<file path="src/rtl/core/ultrasonic_echo_ranger_macros.svh">
// ---------------------------------------------------------------------------
// Assertion macros for the ultrasonic echo ranger
// Concurrent checks clocked on the rising edge, held off during reset.
// ---------------------------------------------------------------------------
`ifndef ULTRASONIC_ECHO_RANGER_MACROS_SVH
`define ULTRASONIC_ECHO_RANGER_MACROS_SVH

// same-cycle implication
`define UER_ASSERT_IMP(name, clk_i, rstn_i, ante, cons, msg) \
	name: assert property (@(posedge clk_i) disable iff (!rstn_i) (ante) |-> (cons)) \
		else $error(msg);

// next-cycle implication
`define UER_ASSERT_NXT(name, clk_i, rstn_i, ante, cons, msg) \
	name: assert property (@(posedge clk_i) disable iff (!rstn_i) (ante) |=> (cons)) \
		else $error(msg);

`endif

</file>
<file path="src/rtl/core/uer_pkg.sv">
// ---------------------------------------------------------------------------
// uer_pkg
// Shared types, constants and helpers of the ultrasonic echo ranger.
// ---------------------------------------------------------------------------
package uer_pkg;

	// counter width of the phase and echo counters
	localparam int CNT_BITS = 16;
	localparam logic [CNT_BITS-1:0] CNT_MAX = '1;
	localparam logic [CNT_BITS-1:0] CNT_ONE = CNT_BITS'(1);
	// width at which counters and timeout registers are compared
	localparam int CMP_BITS = (CNT_BITS > 16) ? CNT_BITS : 16;

	// configuration port
	localparam int CFG_IDX_BITS  = 2;
	localparam int CFG_DATA_BITS = 16;
	localparam logic [CFG_IDX_BITS-1:0] REG_TRIG_LOW  = 2'd0;
	localparam logic [CFG_IDX_BITS-1:0] REG_TRIG_HIGH = 2'd1;
	localparam logic [CFG_IDX_BITS-1:0] REG_RISE_TO   = 2'd2;
	localparam logic [CFG_IDX_BITS-1:0] REG_ECHO_TO   = 2'd3;

	localparam logic [7:0]  TRIG_LOW_RST  = 8'd8;
	localparam logic [7:0]  TRIG_HIGH_RST = 8'd20;
	localparam logic [15:0] RISE_TO_RST   = 16'd5000;
	localparam logic [15:0] ECHO_TO_RST   = 16'd29000;

	// distance: ticks / 58 by reciprocal multiply, exact for all counter values
	localparam int DIST_BITS = 10;
	localparam logic [DIST_BITS-1:0] DIST_MAX = '1;
	localparam int CM_DIVISOR = 58;
	localparam int DIV_SHIFT  = CNT_BITS + 6;
	localparam int DIV_MUL    = ((2 ** DIV_SHIFT) + CM_DIVISOR - 1) / CM_DIVISOR;
	localparam int MUL_BITS   = CNT_BITS + 1;
	localparam int PROD_BITS  = CNT_BITS + MUL_BITS;
	localparam int QUO_BITS   = PROD_BITS - DIV_SHIFT;

	// queue depths
	localparam int QDEPTH     = 4;
	localparam int QPTR_BITS  = $clog2(QDEPTH);
	localparam int QCNT_BITS  = $clog2(QDEPTH + 1);
	localparam int OQ_DEPTH   = 2;
	localparam int OQPTR_BITS = $clog2(OQ_DEPTH);
	localparam int OQCNT_BITS = $clog2(OQ_DEPTH + 1);

	typedef enum logic [2:0] {
		PH_IDLE,
		PH_TRIG_LOW,
		PH_TRIG_HIGH,
		PH_WAIT_RISE,
		PH_ECHO
	} uer_phase_t;

	// word from the front FSM to the back end
	typedef struct packed {
		logic                trig;
		logic                busy;
		logic                done;
		logic                tmo;
		logic                upd;
		logic [CNT_BITS-1:0] ticks;
	} uer_cmd_t;

	// result word
	typedef struct packed {
		logic                 trig;
		logic                 busy;
		logic                 done;
		logic                 tmo;
		logic [DIST_BITS-1:0] dist_cm;
	} uer_res_t;

	function automatic logic [CNT_BITS-1:0] sat_inc(input logic [CNT_BITS-1:0] v);
		return (v == CNT_MAX) ? v : v + CNT_ONE;
	endfunction

	function automatic logic [DIST_BITS-1:0] sat_dist(input logic [QUO_BITS-1:0] q);
		if (32'(q) > 32'(DIST_MAX)) begin
			return DIST_MAX;
		end
		return DIST_BITS'(q);
	endfunction

endpackage

</file>
<file path="src/rtl/core/uer_front.sv">
// ---------------------------------------------------------------------------
// uer_front
// Tick-by-tick measurement sequencer: trigger pulse, rise wait, echo count.
// ---------------------------------------------------------------------------
`include "ultrasonic_echo_ranger_macros.svh"

module uer_front (
	input  logic                               clk,
	input  logic                               arst_n,
	input  logic                               adv,
	input  logic                               start_req,
	input  logic                               echo_level,
	input  logic                               cfg_we,
	input  logic [uer_pkg::CFG_IDX_BITS-1:0]   cfg_index,
	input  logic [uer_pkg::CFG_DATA_BITS-1:0]  cfg_data,
	output logic                               cmd_valid,
	output uer_pkg::uer_cmd_t                  cmd
);
	import uer_pkg::*;

	logic [7:0]          trig_low_q;
	logic [7:0]          trig_high_q;
	logic [15:0]         rise_to_q;
	logic [15:0]         echo_to_q;
	uer_phase_t          phase_q, phase_d;
	logic [CNT_BITS-1:0] phase_ticks_q, phase_ticks_d;
	logic [CNT_BITS-1:0] echo_ticks_q, echo_ticks_d;
	logic                done, tmo;
	logic [CNT_BITS-1:0] pt_inc, et_inc;
	logic [7:0]          high_eff;
	logic [15:0]         rise_eff;

	// write configuration registers
	always_ff @(posedge clk or negedge arst_n) begin
		if (!arst_n) begin
			trig_low_q  <= TRIG_LOW_RST;
			trig_high_q <= TRIG_HIGH_RST;
			rise_to_q   <= RISE_TO_RST;
			echo_to_q   <= ECHO_TO_RST;
		end else if (cfg_we) begin
			unique case (cfg_index)
				REG_TRIG_LOW:  trig_low_q  <= cfg_data[7:0];
				REG_TRIG_HIGH: trig_high_q <= cfg_data[7:0];
				REG_RISE_TO:   rise_to_q   <= cfg_data;
				REG_ECHO_TO:   echo_to_q   <= cfg_data;
				default: ;
			endcase
		end
	end

	assign pt_inc   = sat_inc(phase_ticks_q);
	assign et_inc   = sat_inc(echo_ticks_q);
	assign high_eff = (trig_high_q == 8'd0) ? 8'd1 : trig_high_q;
	assign rise_eff = (rise_to_q == 16'd0) ? 16'd1 : rise_to_q;

	// next state
	always_comb begin
		phase_d       = phase_q;
		phase_ticks_d = phase_ticks_q;
		echo_ticks_d  = echo_ticks_q;
		done          = 1'b0;
		tmo           = 1'b0;
		unique case (phase_q)
			PH_IDLE: begin
				if (start_req) begin
					phase_d       = (trig_low_q != 8'd0) ? PH_TRIG_LOW : PH_TRIG_HIGH;
					phase_ticks_d = CNT_ONE;
				end
			end
			PH_TRIG_LOW: begin
				if (CMP_BITS'(phase_ticks_q) >= CMP_BITS'(trig_low_q)) begin
					phase_d       = PH_TRIG_HIGH;
					phase_ticks_d = CNT_ONE;
				end else begin
					phase_ticks_d = pt_inc;
				end
			end
			PH_TRIG_HIGH: begin
				if (CMP_BITS'(phase_ticks_q) >= CMP_BITS'(high_eff)) begin
					phase_d       = PH_WAIT_RISE;
					phase_ticks_d = '0;
				end else begin
					phase_ticks_d = pt_inc;
				end
			end
			PH_WAIT_RISE: begin
				if (echo_level) begin
					phase_d      = PH_ECHO;
					echo_ticks_d = CNT_ONE;
					// zero echo timeout: the first high tick already expires
					if (echo_to_q == 16'd0) begin
						done = 1'b1;
						tmo  = 1'b1;
					end
				end else begin
					phase_ticks_d = pt_inc;
					if (CMP_BITS'(pt_inc) >= CMP_BITS'(rise_eff) || pt_inc == CNT_MAX) begin
						done = 1'b1;
						tmo  = 1'b1;
					end
				end
			end
			PH_ECHO: begin
				if (!echo_level) begin
					done = 1'b1;
				end else begin
					echo_ticks_d = et_inc;
					if (CMP_BITS'(et_inc) > CMP_BITS'(echo_to_q) || et_inc == CNT_MAX) begin
						done = 1'b1;
						tmo  = 1'b1;
					end
				end
			end
			default: phase_d = PH_IDLE;
		endcase
		if (done) begin
			phase_d = PH_IDLE;
		end
	end

	// outputs: the word for this tick
	always_comb begin
		cmd_valid = adv;
		cmd.trig  = (phase_d == PH_TRIG_HIGH);
		cmd.busy  = (phase_d != PH_IDLE);
		cmd.done  = done;
		cmd.tmo   = tmo;
		cmd.upd   = done & ~tmo;
		cmd.ticks = echo_ticks_q;
	end

	// advance one tick per accepted word
	always_ff @(posedge clk or negedge arst_n) begin
		if (!arst_n) begin
			phase_q       <= PH_IDLE;
			phase_ticks_q <= '0;
			echo_ticks_q  <= '0;
		end else if (adv) begin
			phase_q       <= phase_d;
			phase_ticks_q <= phase_ticks_d;
			echo_ticks_q  <= echo_ticks_d;
		end
	end

	`UER_ASSERT_IMP(a_trig_busy, clk, arst_n, cmd_valid && cmd.trig, cmd.busy, "trigger high while not busy")
	`UER_ASSERT_IMP(a_done_idle, clk, arst_n, cmd_valid && cmd.done, !cmd.busy, "done word still busy")
	`UER_ASSERT_IMP(a_tmo_done, clk, arst_n, cmd_valid && cmd.tmo, cmd.done, "timeout without done")
	`UER_ASSERT_IMP(a_high_cnt, clk, arst_n, phase_q == PH_TRIG_HIGH, phase_ticks_q != '0, "pulse counter zero in high phase")
	`UER_ASSERT_NXT(a_stay_idle, clk, arst_n, adv && phase_q == PH_IDLE && !start_req, phase_q == PH_IDLE, "left idle without start")

endmodule

</file>
<file path="src/rtl/core/uer_queue.sv">
// ---------------------------------------------------------------------------
// uer_queue
// Short FIFO of command words between the sequencer and the back end.
// ---------------------------------------------------------------------------
module uer_queue (
	input  logic              clk,
	input  logic              arst_n,
	input  logic              wr_en,
	input  uer_pkg::uer_cmd_t wr_data,
	output logic              full,
	output logic              rd_valid,
	input  logic              rd_en,
	output uer_pkg::uer_cmd_t rd_data
);
	import uer_pkg::*;

	uer_cmd_t             entry_q [QDEPTH];
	logic [QPTR_BITS-1:0] wr_ptr_q, rd_ptr_q;
	logic [QCNT_BITS-1:0] count_q;
	logic                 do_wr, do_rd;

	assign full     = (count_q == QCNT_BITS'(QDEPTH));
	assign rd_valid = (count_q != '0);
	assign rd_data  = entry_q[rd_ptr_q];
	assign do_wr    = wr_en & ~full;
	assign do_rd    = rd_en & rd_valid;

	// store word
	always_ff @(posedge clk) begin
		if (do_wr) begin
			entry_q[wr_ptr_q] <= wr_data;
		end
	end

	// advance pointers and fill count
	always_ff @(posedge clk or negedge arst_n) begin
		if (!arst_n) begin
			wr_ptr_q <= '0;
			rd_ptr_q <= '0;
			count_q  <= '0;
		end else begin
			if (do_wr) begin
				wr_ptr_q <= wr_ptr_q + QPTR_BITS'(1);
			end
			if (do_rd) begin
				rd_ptr_q <= rd_ptr_q + QPTR_BITS'(1);
			end
			if (do_wr && !do_rd) begin
				count_q <= count_q + QCNT_BITS'(1);
			end else if (do_rd && !do_wr) begin
				count_q <= count_q - QCNT_BITS'(1);
			end
		end
	end

endmodule

</file>
<file path="src/rtl/core/uer_back.sv">
// ---------------------------------------------------------------------------
// uer_back
// Distance conversion, last-distance hold and the result queue.
// ---------------------------------------------------------------------------
module uer_back (
	input  logic              clk,
	input  logic              arst_n,
	input  logic              cmd_valid,
	input  uer_pkg::uer_cmd_t cmd,
	output logic              cmd_pop,
	output logic              empty,
	input  logic              pop,
	output uer_pkg::uer_res_t res
);
	import uer_pkg::*;

	logic                  valid_s1;
	uer_cmd_t              cmd_s1;
	logic [PROD_BITS-1:0]  prod_s1;
	logic [DIST_BITS-1:0]  last_dist_q;
	logic [DIST_BITS-1:0]  dist_new;
	logic                  adv_s1;
	uer_res_t              res_new;
	uer_res_t              oq_q [OQ_DEPTH];
	logic [OQPTR_BITS-1:0] oq_wr_q, oq_rd_q;
	logic [OQCNT_BITS-1:0] oq_cnt_q;
	logic                  oq_full, oq_rd;

	assign oq_full = (oq_cnt_q == OQCNT_BITS'(OQ_DEPTH));
	assign adv_s1  = valid_s1 & ~oq_full;
	assign cmd_pop = cmd_valid & (~valid_s1 | adv_s1);
	assign empty   = (oq_cnt_q == '0);
	assign oq_rd   = pop & ~empty;
	assign res     = oq_q[oq_rd_q];

	// multiply by the reciprocal of 58
	always_ff @(posedge clk) begin
		if (cmd_pop) begin
			cmd_s1  <= cmd;
			prod_s1 <= PROD_BITS'(cmd.ticks) * PROD_BITS'(DIV_MUL);
		end
	end

	always_ff @(posedge clk or negedge arst_n) begin
		if (!arst_n) begin
			valid_s1 <= 1'b0;
		end else if (cmd_pop) begin
			valid_s1 <= 1'b1;
		end else if (adv_s1) begin
			valid_s1 <= 1'b0;
		end
	end

	// pick the distance shown with this word
	always_comb begin
		if (cmd_s1.upd) begin
			dist_new = sat_dist(prod_s1[PROD_BITS-1:DIV_SHIFT]);
		end else if (cmd_s1.tmo) begin
			dist_new = '0;
		end else begin
			dist_new = last_dist_q;
		end
		res_new.trig    = cmd_s1.trig;
		res_new.busy    = cmd_s1.busy;
		res_new.done    = cmd_s1.done;
		res_new.tmo     = cmd_s1.tmo;
		res_new.dist_cm = dist_new;
	end

	// hold last distance
	always_ff @(posedge clk or negedge arst_n) begin
		if (!arst_n) begin
			last_dist_q <= '0;
		end else if (adv_s1) begin
			last_dist_q <= dist_new;
		end
	end

	// result queue storage
	always_ff @(posedge clk) begin
		if (adv_s1) begin
			oq_q[oq_wr_q] <= res_new;
		end
	end

	always_ff @(posedge clk or negedge arst_n) begin
		if (!arst_n) begin
			oq_wr_q  <= '0;
			oq_rd_q  <= '0;
			oq_cnt_q <= '0;
		end else begin
			if (adv_s1) begin
				oq_wr_q <= oq_wr_q + OQPTR_BITS'(1);
			end
			if (oq_rd) begin
				oq_rd_q <= oq_rd_q + OQPTR_BITS'(1);
			end
			if (adv_s1 && !oq_rd) begin
				oq_cnt_q <= oq_cnt_q + OQCNT_BITS'(1);
			end else if (oq_rd && !adv_s1) begin
				oq_cnt_q <= oq_cnt_q - OQCNT_BITS'(1);
			end
		end
	end

endmodule

</file>
<file path="src/rtl/core/ultrasonic_echo_ranger.sv">
// ---------------------------------------------------------------------------
// ultrasonic_echo_ranger
// Ultrasonic range controller stepped by one-microsecond tick words.
// ---------------------------------------------------------------------------
//  channel  | handshake          | payload
//  ---------+--------------------+---------------------------------------------
//  input    | push / full        | start_req, echo_level
//  result   | pop / empty        | trigger_level, busy_res, done_res,
//           |                    | timed_out, distance_cm
//  config   | cfg_we             | cfg_index, cfg_data
//
//  One tick word is taken per clock while full is low; the sequencer steps once
//  per accepted word. A result passes from the command queue through the
//  reciprocal multiply stage into the result queue.
//  Reset clears the sequencer, both queues and the held distance; the
//  registers return to 8, 20, 5000 and 29000.
//  A stalled result side fills the result queue, then the command queue, then
//  raises full; each side stalls independently.
// ---------------------------------------------------------------------------
module ultrasonic_echo_ranger (
	input  logic                              clk,
	input  logic                              arst_n,
	input  logic                              push,
	output logic                              full,
	input  logic                              start_req,
	input  logic                              echo_level,
	output logic                              empty,
	input  logic                              pop,
	output logic                              trigger_level,
	output logic                              busy_res,
	output logic                              done_res,
	output logic                              timed_out,
	output logic [uer_pkg::DIST_BITS-1:0]     distance_cm,
	input  logic                              cfg_we,
	input  logic [uer_pkg::CFG_IDX_BITS-1:0]  cfg_index,
	input  logic [uer_pkg::CFG_DATA_BITS-1:0] cfg_data
);
	import uer_pkg::*;

	logic     accept;
	logic     cmd_wr;
	uer_cmd_t cmd_in, cmd_out;
	logic     cmd_valid, cmd_pop;
	uer_res_t res;

	assign accept = push & ~full;

	uer_front u_front (
		.clk        (clk),
		.arst_n     (arst_n),
		.adv        (accept),
		.start_req  (start_req),
		.echo_level (echo_level),
		.cfg_we     (cfg_we),
		.cfg_index  (cfg_index),
		.cfg_data   (cfg_data),
		.cmd_valid  (cmd_wr),
		.cmd        (cmd_in)
	);

	uer_queue u_queue (
		.clk      (clk),
		.arst_n   (arst_n),
		.wr_en    (cmd_wr),
		.wr_data  (cmd_in),
		.full     (full),
		.rd_valid (cmd_valid),
		.rd_en    (cmd_pop),
		.rd_data  (cmd_out)
	);

	uer_back u_back (
		.clk       (clk),
		.arst_n    (arst_n),
		.cmd_valid (cmd_valid),
		.cmd       (cmd_out),
		.cmd_pop   (cmd_pop),
		.empty     (empty),
		.pop       (pop),
		.res       (res)
	);

	// unpack the result word
	assign trigger_level = res.trig;
	assign busy_res      = res.busy;
	assign done_res      = res.done;
	assign timed_out     = res.tmo;
	assign distance_cm   = res.dist_cm;

endmodule
</file>
<file path="config.mk">
export PLATFORM = sky130hd
export DESIGN_NAME = ultrasonic_echo_ranger
export DESIGN_NICKNAME = d
export VERILOG_FILES = /design/src/rtl/core/uer_pkg.sv /design/src/rtl/core/uer_front.sv /design/src/rtl/core/uer_queue.sv /design/src/rtl/core/uer_back.sv /design/src/rtl/core/ultrasonic_echo_ranger.sv
export VERILOG_INCLUDE_DIRS = /design/src /design/src/rtl/core
export SDC_FILE = /design/constraint.sdc
export NUM_CORES = 1
export LEC_CHECK = 0
export BUFFER_PORTS_ARGS = -buffer_cell sky130_fd_sc_hd__buf_2
export CAP_MARGIN = 40
export CORE_MARGIN = 2
export CORE_UTILIZATION = 26
export DETAILED_ROUTE_END_ITERATION = 10
export PLACE_DENSITY_LB_ADDON = 0.25
export SETUP_SLACK_MARGIN = 0.05
export SYNTH_ARGS = -nofsm -noshare
export SYNTH_HDL_FRONTEND = slang
export SYNTH_SLANG_ARGS = --single-unit
</file>
<file path="constraint.sdc">
create_clock -name clk -period 8 [get_ports clk]
set_input_delay 0.8 -clock clk [delete_from_list [all_inputs] [get_ports clk]]
set_output_delay 0.8 -clock clk [all_outputs]
set_load 0.03 [all_outputs]
</file>
# [Word level (Yosys, flattened, before mapping)]
# Memory sizes are Yosys's and may differ from the RTL's.
# Cells that the tools add are included.
[totals] register_bits=141 inputBits=25 memories=2 output_inout_bits=16 mem_bits_rw=112 wordCells=143
[memory_table] name="u_queue.entry_q" words=4 width=21 read_ports=1 rd_clocked_by_memory_dff=0 write_ports=1 line="uer_queue.sv:17" source="uer_cmd_t entry_q [QDEPTH];"
[memory_table] name="u_back.oq_q" words=2 width=14 read_ports=1 rd_clocked_by_memory_dff=0 write_ports=1 line="uer_back.sv:24" source="uer_res_t oq_q [OQ_DEPTH];"
[classes] n_reduce_logical=30 n_eq_ne=18 order_cmp=5 multipliers=1 bitwise=13 add_sub_neg=10 n_mux=43
[op_table] operator="16-bit 2-to-1 mux" count=9
[op_table] operator="16-bit equality test, second input constant" count=4
[op_table] operator="16-bit one-hot mux with 4 select lines" count=1
[op_table] operator="10-bit 2-to-1 mux" count=4
[op_table] operator="16-bit by 1-bit adder with 16-bit output, second input constant" count=2
[op_table] operator="16-bit by 8-bit >= comparator with 1-bit output" count=2
[op_table] operator="16-bit logical NOT" count=2
[op_table] operator="16-bit one-hot mux with 2 select lines" count=1
[op_table] operator="16-bit by 15-bit multiplier with 31-bit output, second input constant" count=1
[op_table] operator="3-bit 2-to-1 mux" count=7
[op_table] operator="16-bit >= comparator" count=1
[op_table] operator="16-bit greater-than comparator" count=1
[op_table] operator="3-bit one-hot mux with 5 select lines" count=1
[op_table] operator="1-bit 2-to-1 mux" count=14
[op_table] operator="11-bit by 10-bit greater-than comparator with 1-bit output, second input constant" count=1
[op_table] operator="3-bit by 2-bit equality test with 1-bit output, second input constant" count=3
[op_table] operator="8-bit logical NOT" count=1
[op_table] operator="8-bit 2-to-1 mux" count=1
[op_table] operator="2-bit != test, second input constant" count=4
[op_table] operator="2-bit AND reduction" count=4
[op_table] operator="4-bit AND reduction" count=2
[op_table] operator="2-bit nonzero test" count=4
[op_table] operator="8-bit nonzero test" count=1
[op_table] operator="1-bit AND" count=7
[op_table] operator="other kinds (20)" count=42

# [Logic depth before layout (Yosys ltp)]
# Gate-level depths: netlist of run 1.
[logic_depth] depth_word=9 mapped_depth=24 mapped_depth_nobuf=22

# [Hierarchy]
# From an unflattened synthesis of run 1, not the netlist that was laid out.
[unflattened] hier_cells=1342 area_unflattened_um2=15936.5
[by_module_without_submodules] mod="uer_back" seq_area_each_um2=1696.6 cells_per_inst=588 area_each_um2=6745.2 n_inst=1
[by_module_without_submodules] mod="uer_front" seq_area_each_um2=2094.5 cells_per_inst=608 area_each_um2=5698.0 n_inst=1
[by_module_without_submodules] mod="uer_queue" seq_area_each_um2=2697.6 cells_per_inst=145 area_each_um2=3479.6 n_inst=1
[by_module_without_submodules] mod="ultrasonic_echo_ranger" seq_area_each_um2=0.0 cells_per_inst=1 area_each_um2=13.8 n_inst=1

# [Least setup slack after synthesis of run 1]
# OpenSTA, ideal clock, no wires.
[synth_path] path_kind="register -> register" from="register u_queue.rd_ptr_q[0]" to="register u_back.prod_s1[32] (data pin)" required_ps=7742 setup_ps=258 synth_period_minus_slack_ps=7237 path_stages_with_launch=24 n_path_buf=3 slack_ps=763 t_arrival_ps=6980 path_cell_list="dfrtp_1 > clkbuf_1 > buf_2 > buf_1 > mux4_2 > fa_1 > inv_1 > fa_1 > inv_1 > fa_1 > fa_1 > fa_1 > inv_1 > fa_1 > inv_1 > ha_1 > a21o_1 > a31oi_1 > o21ai_0 > a32o_1 > o31ai_1 > o21bai_1 > a21oi_1 > xnor2_1"
[synth_between] elab_chain_cells=2
[synth_lines] item="from (decl)" line="uer_queue.sv:18" source="logic [QPTR_BITS-1:0] wr_ptr_q, rd_ptr_q;"
[synth_lines] item="from (signal assigned)" line="uer_queue.sv:46" source="rd_ptr_q <= rd_ptr_q + QPTR_BITS'(1);"
[synth_lines] item="memory 4 x 21 bit"
[synth_lines] item="16-bit by 15-bit multiplier with 31-bit output" line="uer_back.sv:40" source="prod_s1 <= PROD_BITS'(cmd.ticks) * PROD_BITS'(DIV_MUL);"
[synth_lines] item="to (signal assigned)" line="uer_back.sv:40"
[synth_lines] item="to (decl)" line="uer_back.sv:19" source="logic [PROD_BITS-1:0] prod_s1;"
# No other way between the ends.
# A chain may end at the register's enable or synchronous reset.

# [Worst setup path after layout of run 1]
# Ends and elaborated chain as after synthesis.

==> results of run 1 <==
==> cell usage after synthesis, types with 4 or more instances <==
cell type	instances	area (um^2)
a211oi_1	8	60.1
a21o_1	18	135
a21oi_1	29	145
a22o_1	19	166
a22oi_1	5	37.5
a31oi_1	6	37.5
and2_1	13	81.3
and3_1	17	106
buf_2	7	35.0
clkbuf_1	26	97.6
dfrtp_1	91	2280
dfstp_2	14	368
edfxtp_1	128	3840
fa_1	82	1640
ha_1	176	2200
inv_1	205	769
mux2_2	59	664
mux2i_1	5	50.1
mux4_2	22	495
nand2_1	99	372
nand2b_1	21	131
nand3_1	23	115
nand4_1	15	93.8
nor2_1	38	143
nor2b_1	5	31.3
nor3_1	12	60.1
nor4_1	19	119
o21ai_0	65	325
o31ai_1	7	52.6
or3_1	4	25.0
xnor2_1	29	254
xor2_1	23	201
==> worst min-delay path by stage <==
stage	to	slack (ns)
2_1_floorplan	u_back.oq_q[0][11]	0.42
3_3_place_gp	u_back.oq_q[0][13]	0.43
3_5_place_dp	u_back.oq_q[0][13]	0.44
4_1_cts	u_front.echo_to_q[9]	0.08
5_1_grt	u_front.echo_to_q[9]	0.1
6_report	u_front.echo_to_q[9]	0.10
==> stage by stage <==
stage / instances / hold WS (ns)
finish: 2184 / 0.102
global route: 2184 / 0.0956
CTS: 2184 / 0.0842
detailed placement: 2135 / 0.436
global placement: 2133 / 0.430
floorplan: 1344 / 0.421
==> worst max-delay path: cells and delay by family (launching register included) <==
family | cells | cell delay (ns)
buf+inv | 4 | 0.36
compound gates | 5 | 1.34
mux | 1 | 0.64
fa+ha+maj | 7 | 3.22
xor+xnor | 2 | 0.24
simple gates | 2 | 0.30
flops | 1 | 0.51
==> registers in the layout, summed over array words and instances (netlist names), 5 cells and up <==
register               count
u_back.oq_q               28
u_front.phase_ticks_q     16
u_front.echo_ticks_q      16
u_front.rise_to_q         16
u_queue.entry_q           84
u_front.echo_to_q         16
u_front.trig_low_q         8
u_back.last_dist_q        10
u_back.prod_s1            11
u_back.cmd_s1              5
u_front.trig_high_q        8
==> layer usage <==
metal / wire, um / vias to the layer above / GRT usage, %
met1: 16500 / 4871 / 15.5
met5: 0 / - / 0
met3: 1100 / 40 / 1.54
li1: - / 4796 / -
met2: 16900 / 150 / 19.3
met4: 660 / 0 / 2.63
==> cell families (layout without fill, tap and decap cells) <==
kind of cell               count (synthesis)  in the layout  synth area share (%)
and+or+nand+nor                          281            281                  9.04
muxes                                     86             86                  7.75
DFF                                      233            233                  41.6
AOI/OAI and AO/OA                        192            192                  8.14
xor gates and xnor gates                  52             52                  2.92
adders and majority gates                258            258                  24.6
buffers and inverters                    242            309                  5.95
==> final cells by class <==
class | count | area [um^2] | share of cell area [%]
inverter | 206 | 773 | 4.39
clock inverter | 18 | 148 | 0.839
clock buffer | 31 | 691 | 3.93
sequential | 233 | 6490 | 36.9
timing repair buffer | 54 | 338 | 1.92
tap | 773 | 967 | 5.50
multi-input combinational | 869 | 8190 | 46.5
==> impl_metrics.csv, run 1 <==
group,metric,value,unit
timing,setup_slack,1.12,ns
yosys,synthArstFlopShare,45.1,%
timing,setup_violations,0,
die,io-pin-count,41,
clock_tree,cts_tree,"built",
clock_tree,cts_root_buf,"clkbuf_16",
global_route,grt_max_degree,56,
cells_and_area,final_cell_mix,"inv_1, ha_1, edfxtp_1, nand2_1, dfrtp_1",
yosys,avgSynthCellArea,11.6,um^2
placed_design,hpwl,26700,um
yosys,yosys_warnings,0,
setup_path,crit_chain,"buf_12, mux4_2, ha_1, xnor2_1, fa_1, inv_1, fa_1, fa_1, fa_1, inv_1, fa_1, inv_1, ha_1, nand4_1, o221ai_1, a211oi_1, nor3b_1, o31ai_1, o21bai_1, a21oi_1, xnor2_1",
setup_path,reg2reg_slack,1.12,ns
die,core_area,59100,um^2
cells_and_area,fillers,6035,
die,dieWidth,249,um
timing,skew,0.0243,ns
die,start_util,26.4,%
placed_design,gp_congestion,0.814,
yosys,synth_nets,1627,
cells_and_area,final_common_cell,"inv_1",
outcome,outcome,"finished, final reports clean",
timing,finalCritPeriodShare,86.0,%
timing,hold_violations,0,
cells_and_area,syn_to_final_growth,12.7,%
routing,antenna_left,0,
clock_tree,clkSinkCount,233,
timing,worst_pin_slew,0.877,ns
timing,finalSetupTns,0,ns
setup_path,r2r-start,"u_queue.rd_ptr_q[0]",
setup_path,worst-r2r-cell-count,21,
global_route,antenna_found_initial,0,
yosys,ys.flop_type,"edfxtp_1",
die,core.rowCount,89,
yosys,synth_cell_types,68,
timing,max_freq,145,MHz
global_route,grt_pass1_wl,56900,um
routing,drc,0,
yosys,synthCells,1344,
routing,drt-initial-drc-count,521,
placed_design,place_ws,0.994,ns
setup_path,timing_worst_setup_path_type,"reg -> reg",
setup_path,startpoint_type,"flip-flop",
routing,vias,9857,
die,dieHeight,249,um
clock_tree,numCtsBuffers,27,
clock_tree,clk_pin_slew,0.06,ns
timing,min_period,6.88,ns
cells_and_area,drive_gt1_share,13.8,%
setup_path,critPathArrivalTime,7.17,ns
cells_and_area,fin_area,17600,um^2
yosys,synth_area,15600,um^2
clock_tree,h-tree-depth,1,
global_route,grt_pass1_vias,10400,
min_path,hold_class,"in -> async",
clock_tree,cts_setup_buffers,0,
die,dieArea,62000,um^2
setup_path,crit_slowest_cell,"mux4_2",
cells_and_area,nets,1674,
placed_design,io_buffers,40,
setup_path,cp-endpoint,"u_back.prod_s1[32]",
setup_path,startpoint,"u_queue.rd_ptr_q[0]",
clock_tree,clock_latency,0.55,ns
routing,first_pass_iters,5,
global_route,grt_use_total,11.4,%
setup_path,cpPeakStageDelay,0.64,ns
setup_path,critPathMostFrequentCell,"fa_1",
cells_and_area,utilization,29.8,%
clock_tree,clk_path_buf_depth,3,
job,cap_violations,0,
yosys,synth-edff-count,128,
clock_tree,ctsHoldBuffers,0,
yosys,yosysSeqAreaShare,41.6,%
cells_and_area,antenna_cells,0,
routing,wire_per_inst,16.1,um
routing,viasPerCell,4.51,
timing,slew_viol_final,0,
clock_tree,ctsResizeCount,0,
routing,totalWireLength,35100,um
timing,timing.slew.headroom,41.5,%
global_route,grt_overflow,0,
setup_path,timing.rr.end,"u_back.prod_s1[32]",
placed_design,place_area,16800,um^2
setup_path,end_kind,"flip-flop",
setup_path,crit_fanout,13,
yosys,synth-seq-cells,233,
setup_path,required,8.29,ns
timing,grt_setup_unrepaired,"false",
Power of run 1 is left out: the tool's default activity adds up to more than one toggle a clock period on the data nets, which glitch-free logic cannot reach.
==> inputs of run 2 (changes only) <==
- CTS_CLUSTER_DIAMETER: not set -> 40
- RECOVER_POWER: not set -> 100
==> run 2 against run 1 <==
Against the previous run:
- the flow now finishes with violations (capacitance limit, slew limit)
- routed wire length increased by 1.2%
- setup slack improved by 0.016 ns
- first-iteration DRC count increased by 4.2%
- register-to-register slack improved by 0.02 ns
- sequential cell count unchanged
- critical endpoint unchanged
==> impl_metrics.csv, run 2 (same netlist as run 1, synthesis figures left out) <==
group,metric,value,unit
min_path,hold_class,"in -> async",
cells_and_area,utilization,30.6,%
die,core_area,59100,um^2
cells_and_area,antenna_cells,0,
placed_design,gp_congestion,0.814,
cells_and_area,top_register,"u_queue.entry_q",
clock_tree,ctsResizeCount,0,
clock_tree,ctsHoldBuffers,0,
timing,min_period,6.87,ns
timing,timing.slew.headroom,-116,%
cells_and_area,largest_register_ffs,84,
clock_tree,cts_root_buf,"clkbuf_16",
timing,worst_pin_slew,3.25,ns
setup_path,required,8.27,ns
cells_and_area,fillers,6002,
timing,setup_violations,0,
placed_design,io_buffers,40,
timing,finalCritPeriodShare,85.8,%
job,cap_violations,2,
placed_design,hpwl,26700,um
setup_path,end_kind,"flip-flop",
global_route,grt_use_total,11.6,%
setup_path,crit_slowest_cell,"mux4_2",
setup_path,cp-endpoint,"u_back.prod_s1[32]",
timing,max_freq,146,MHz
setup_path,startpoint,"u_queue.rd_ptr_q[0]",
cells_and_area,syn_to_final_growth,15.8,%
timing,hold_violations,0,
clock_tree,clk_pin_slew,0.05,ns
setup_path,worst-r2r-cell-count,21,
setup_path,crit_chain,"buf_12, mux4_2, ha_1, xnor2_1, fa_1, inv_1, fa_1, fa_1, fa_1, inv_1, fa_1, inv_1, ha_1, nand4_1, o221ai_1, a211oi_1, nor3b_1, o31ai_1, o21bai_1, a21oi_1, xnor2_1",
outcome,violations,"capacitance limit, slew limit",
global_route,grt_pass1_wl,57700,um
cells_and_area,reg.largest.list,"u_queue.entry_q x84, u_back.oq_q x28",
outcome,outcome,"complete, but fails checks",
clock_tree,cts_setup_buffers,0,
clock_tree,cts_tree,"built",
die,start_util,26.4,%
die,dieWidth,249,um
setup_path,cpPeakStageDelay,0.64,ns
timing,skew,0.0252,ns
routing,totalWireLength,35600,um
setup_path,crit_fanout,13,
routing,viasPerCell,4.51,
clock_tree,numCtsBuffers,41,
die,dieArea,62000,um^2
routing,wire_per_inst,16.1,um
timing,finalSetupTns,0,ns
setup_path,critPathArrivalTime,7.14,ns
routing,drc,0,
global_route,grt_pass1_vias,10500,
setup_path,reg2reg_slack,1.13,ns
clock_tree,clkSinkCount,233,
die,core.rowCount,89,
routing,first_pass_iters,5,
setup_path,timing_worst_setup_path_type,"reg -> reg",
routing,vias,9974,
setup_path,timing.rr.end,"u_back.prod_s1[32]",
clock_tree,clock_latency,0.54,ns
global_route,grt_overflow,0,
setup_path,r2r-start,"u_queue.rd_ptr_q[0]",
global_route,antenna_found_initial,0,
clock_tree,clk_path_buf_depth,3,
setup_path,critPathMostFrequentCell,"fa_1",
global_route,grt_max_degree,56,
die,dieHeight,249,um
routing,drt-initial-drc-count,543,
cells_and_area,drive_gt1_share,13.8,%
cells_and_area,nets,1688,
timing,grt_setup_unrepaired,"false",
routing,antenna_left,0,
setup_path,startpoint_type,"flip-flop",
clock_tree,h-tree-depth,2,
timing,slew_viol_final,95,
die,io-pin-count,41,
cells_and_area,final_common_cell,"inv_1",
cells_and_area,final_cell_mix,"inv_1, ha_1, edfxtp_1, nand2_1, dfrtp_1",
run 2: cell count changes in the layout (fill, tap and decap cells not counted), sizes merged:
cell and delta:
buf -23, clkinvlp +5, inv +13, clkinv -7, clkbuf +39
run 2: stage by stage:
step	instances	instance area, um^2	worst slack [ns]	hold WS, ns
after CTS	2211	18200	1.02	0.110
final	2211	18100	1.13	0.358
after global placement	2133	16700	1.10	0.430
after global routing	2211	18100	0.682	0.400
after detailed placement	2135	16800	0.994	0.436
after floorplan	1344	15600	0.763	0.421
run 2: area by class of cell:
class	instances	area, um^2	area share (%)
clock buffers	47	1100	6.09
clock inverters	29	294	1.63
repair buffers	54	264	1.46
well taps	773	967	5.35
inverters	206	773	4.28
multi-input cells	869	8180	45.3
flip-flops and latches	233	6490	35.9
run 2: worst min-delay path by stage:
stage                                      end  slack, ns  cells after the start
after global placement      u_back.oq_q[0][13]       0.43                      0
after detailed placement    u_back.oq_q[0][13]       0.44                      0
after global routing      u_front.echo_to_q[9]       0.40                      1
after CTS                 u_front.echo_to_q[9]       0.11                      1
final                     u_front.echo_to_q[9]       0.36                      1
after floorplan             u_back.oq_q[0][11]       0.42                      0
run 2: critical path: cells and delay by family (launching register included):
family	cells	cell delay [ns]
and+or+nand+nor	2	0.29
buffers and inverters	4	0.37
xor gates and xnor gates	2	0.24
muxes	1	0.64
DFF	1	0.52
AOI/OAI and AO/OA	5	1.32
adders and majority gates	7	3.22
run 2: metal layers:
layer | vias up | track usage, % | routed length (um)
li1 | 4836 | - | -
met1 | 4912 | 15.6 | 16700
met2 | 179 | 19.4 | 16900
met3 | 47 | 1.97 | 1320
met4 | 0 | 2.74 | 645
met5 | - | 0 | 0
Power of run 2 is left out for the same reason.
==> inputs of run 3 (changes only) <==
- REMOVE_ABC_BUFFERS: not set -> 1
==> run 3 against run 2 <==
Against the previous run:
- highest routed layer unchanged
- count of clock-buffer cells in the layout is 5 lower
- critical path depth is 1 lower
- critical endpoint unchanged
- setup slack better by 0.057 ns
- sequential share of layout area is 0.072 points higher
- the flow still finishes with violations (capacitance limit, slew limit)
- routed wire length is 0.39% lower
==> impl_metrics.csv, run 3 (same netlist as run 1, synthesis figures left out) <==
group,metric,value,unit
timing,max_freq,147,MHz
timing,finalCritPeriodShare,85.1,%
routing,viasPerCell,4.52,
clock_tree,ctsHoldBuffers,0,
clock_tree,clkSinkCount,233,
timing,worst_pin_slew,2.83,ns
timing,hold_violations,0,
timing,setup_violations,0,
die,dieWidth,249,um
clock_tree,clock_latency,0.55,ns
setup_path,startpoint_type,"flip-flop",
die,dieHeight,249,um
clock_tree,clk_pin_slew,0.06,ns
placed_design,hpwl,26700,um
setup_path,crit_fanout,15,
global_route,antenna_found_initial,0,
setup_path,critPathMostFrequentCell,"fa_1",
global_route,grt_pass1_vias,10400,
setup_path,crit_chain,"mux4_2, ha_1, xnor2_1, fa_1, inv_1, fa_1, fa_1, fa_1, inv_1, fa_1, inv_1, ha_1, nand4_1, o221ai_1, a211oi_1, nor3b_1, o31ai_1, o21bai_1, a21oi_1, xnor2_1",
timing,grt_setup_unrepaired,"false",
timing,min_period,6.81,ns
routing,vias,9980,
setup_path,crit_slowest_cell,"dfrtp_1",
clock_tree,cts_root_buf,"clkbuf_16",
setup_path,cp.buffers_inverters,3,
die,io-pin-count,41,
cells_and_area,nets,1687,
timing,timing.slew.headroom,-88.7,%
setup_path,end_kind,"flip-flop",
outcome,outcome,"complete, but fails checks",
clock_tree,clk_path_buf_depth,3,
placed_design,gp_congestion,0.806,
min_path,hold_class,"reg -> reg",
cells_and_area,final_common_cell,"inv_1",
timing,slew_viol_final,89,
routing,drc,0,
die,core.rowCount,89,
clock_tree,cts_tree,"built",
setup_path,timing_worst_setup_path_type,"reg -> reg",
routing,totalWireLength,35400,um
outcome,violations,"capacitance limit, slew limit",
global_route,grt_max_degree,46,
routing,wire_per_inst,16.0,um
cells_and_area,reg.largest.list,"u_queue.entry_q x84, u_back.oq_q x28",
clock_tree,numCtsBuffers,40,
global_route,grt_use_total,11.6,%
job,cap_violations,2,
die,dieArea,62000,um^2
setup_path,worst_path_dominant_cell_family,"adder cells",
die,core_area,59100,um^2
cells_and_area,largest_register_ffs,84,
cells_and_area,antenna_cells,0,
setup_path,critPathArrivalTime,7.11,ns
setup_path,cpPeakStageDelay,0.75,ns
cells_and_area,final_cell_mix,"inv_1, ha_1, edfxtp_1, nand2_1, dfrtp_1",
setup_path,required,8.30,ns
routing,drt-initial-drc-count,530,
timing,finalSetupTns,0,ns
routing,antenna_left,0,
die,start_util,26.4,%
clock_tree,ctsResizeCount,0,
routing,first_pass_iters,4,
global_route,grt_pass1_wl,57200,um
timing,skew,0.0285,ns
placed_design,io_buffers,40,
clock_tree,h-tree-depth,2,
cells_and_area,drive_gt1_share,13.4,%
cells_and_area,top_register,"u_queue.entry_q",
cells_and_area,syn_to_final_growth,15.5,%
clock_tree,cts_setup_buffers,0,
global_route,grt_overflow,0,
[run 3: worst reg2reg max path: cells and delay by family, from the launching register on]
kind	cells	cell delay (ns)
DFF	1	0.75
xor gates and xnor gates	2	0.25
buffers and inverters	3	0.15
adders and majority gates	7	3.24
muxes	1	0.54
and+or+nand+nor	2	0.28
AOI/OAI and AO/OA	5	1.39
[run 3: final cells by class]
type                            instances  area (um^2)
Inverter                              206          773
Clock inverter                         30          354
Timing Repair Buffer                   54          259
Sequential cell                       233         6490
Fill cell                            6009        41100
Clock buffer                           42         1010
Tap cell                              773          967
Multi-Input combinational cell        869         8180
[run 3: through the flow]
step,hold slack (ns),cell area (um^2),utilization [%],setup WS [ns],instances
after CTS,0.246,18100,30.6,1.05,2207
after floorplan,0.421,15500,-,1.08,1308
after global placement,0.430,16700,28.3,1.14,2133
final,0.449,18000,30.5,1.19,2207
after global routing,0.465,18000,30.5,0.838,2207
after detailed placement,0.439,16800,28.3,1.04,2135
[run 3: routing by layer]
layer / global-route usage (%) / vias up / routed length (um)
met5: 0 / - / 0
met4: 3.26 / 0 / 717
met3: 1.88 / 53 / 1160
met2: 19.4 / 139 / 17000
met1: 15.5 / 4946 / 16600
li1: - / 4842 / -
[run 3: path summary, 6_finish.rpt]
kind / endpoint / slack [ns] / cells after the start / start
setup / recovery: u_back.prod_s1[32] / 1.19 / 20 / u_queue.rd_ptr_q[1]
hold / removal: u_back.oq_q[1][13] / 0.45 / 0 / u_back.cmd_s1[20]
setup reg to reg: u_back.prod_s1[32] / 1.19 / 20 / u_queue.rd_ptr_q[1]
hold reg to reg: u_back.oq_q[1][13] / 0.45 / 0 / u_back.cmd_s1[20]
max in group asynchronous: u_back.oq_cnt_q[0] / 2.41 / 3 / arst_n
min in group asynchronous: u_front.rise_to_q[14] / 1.00 / 1 / arst_n
Power of run 3 is left out for the same reason.
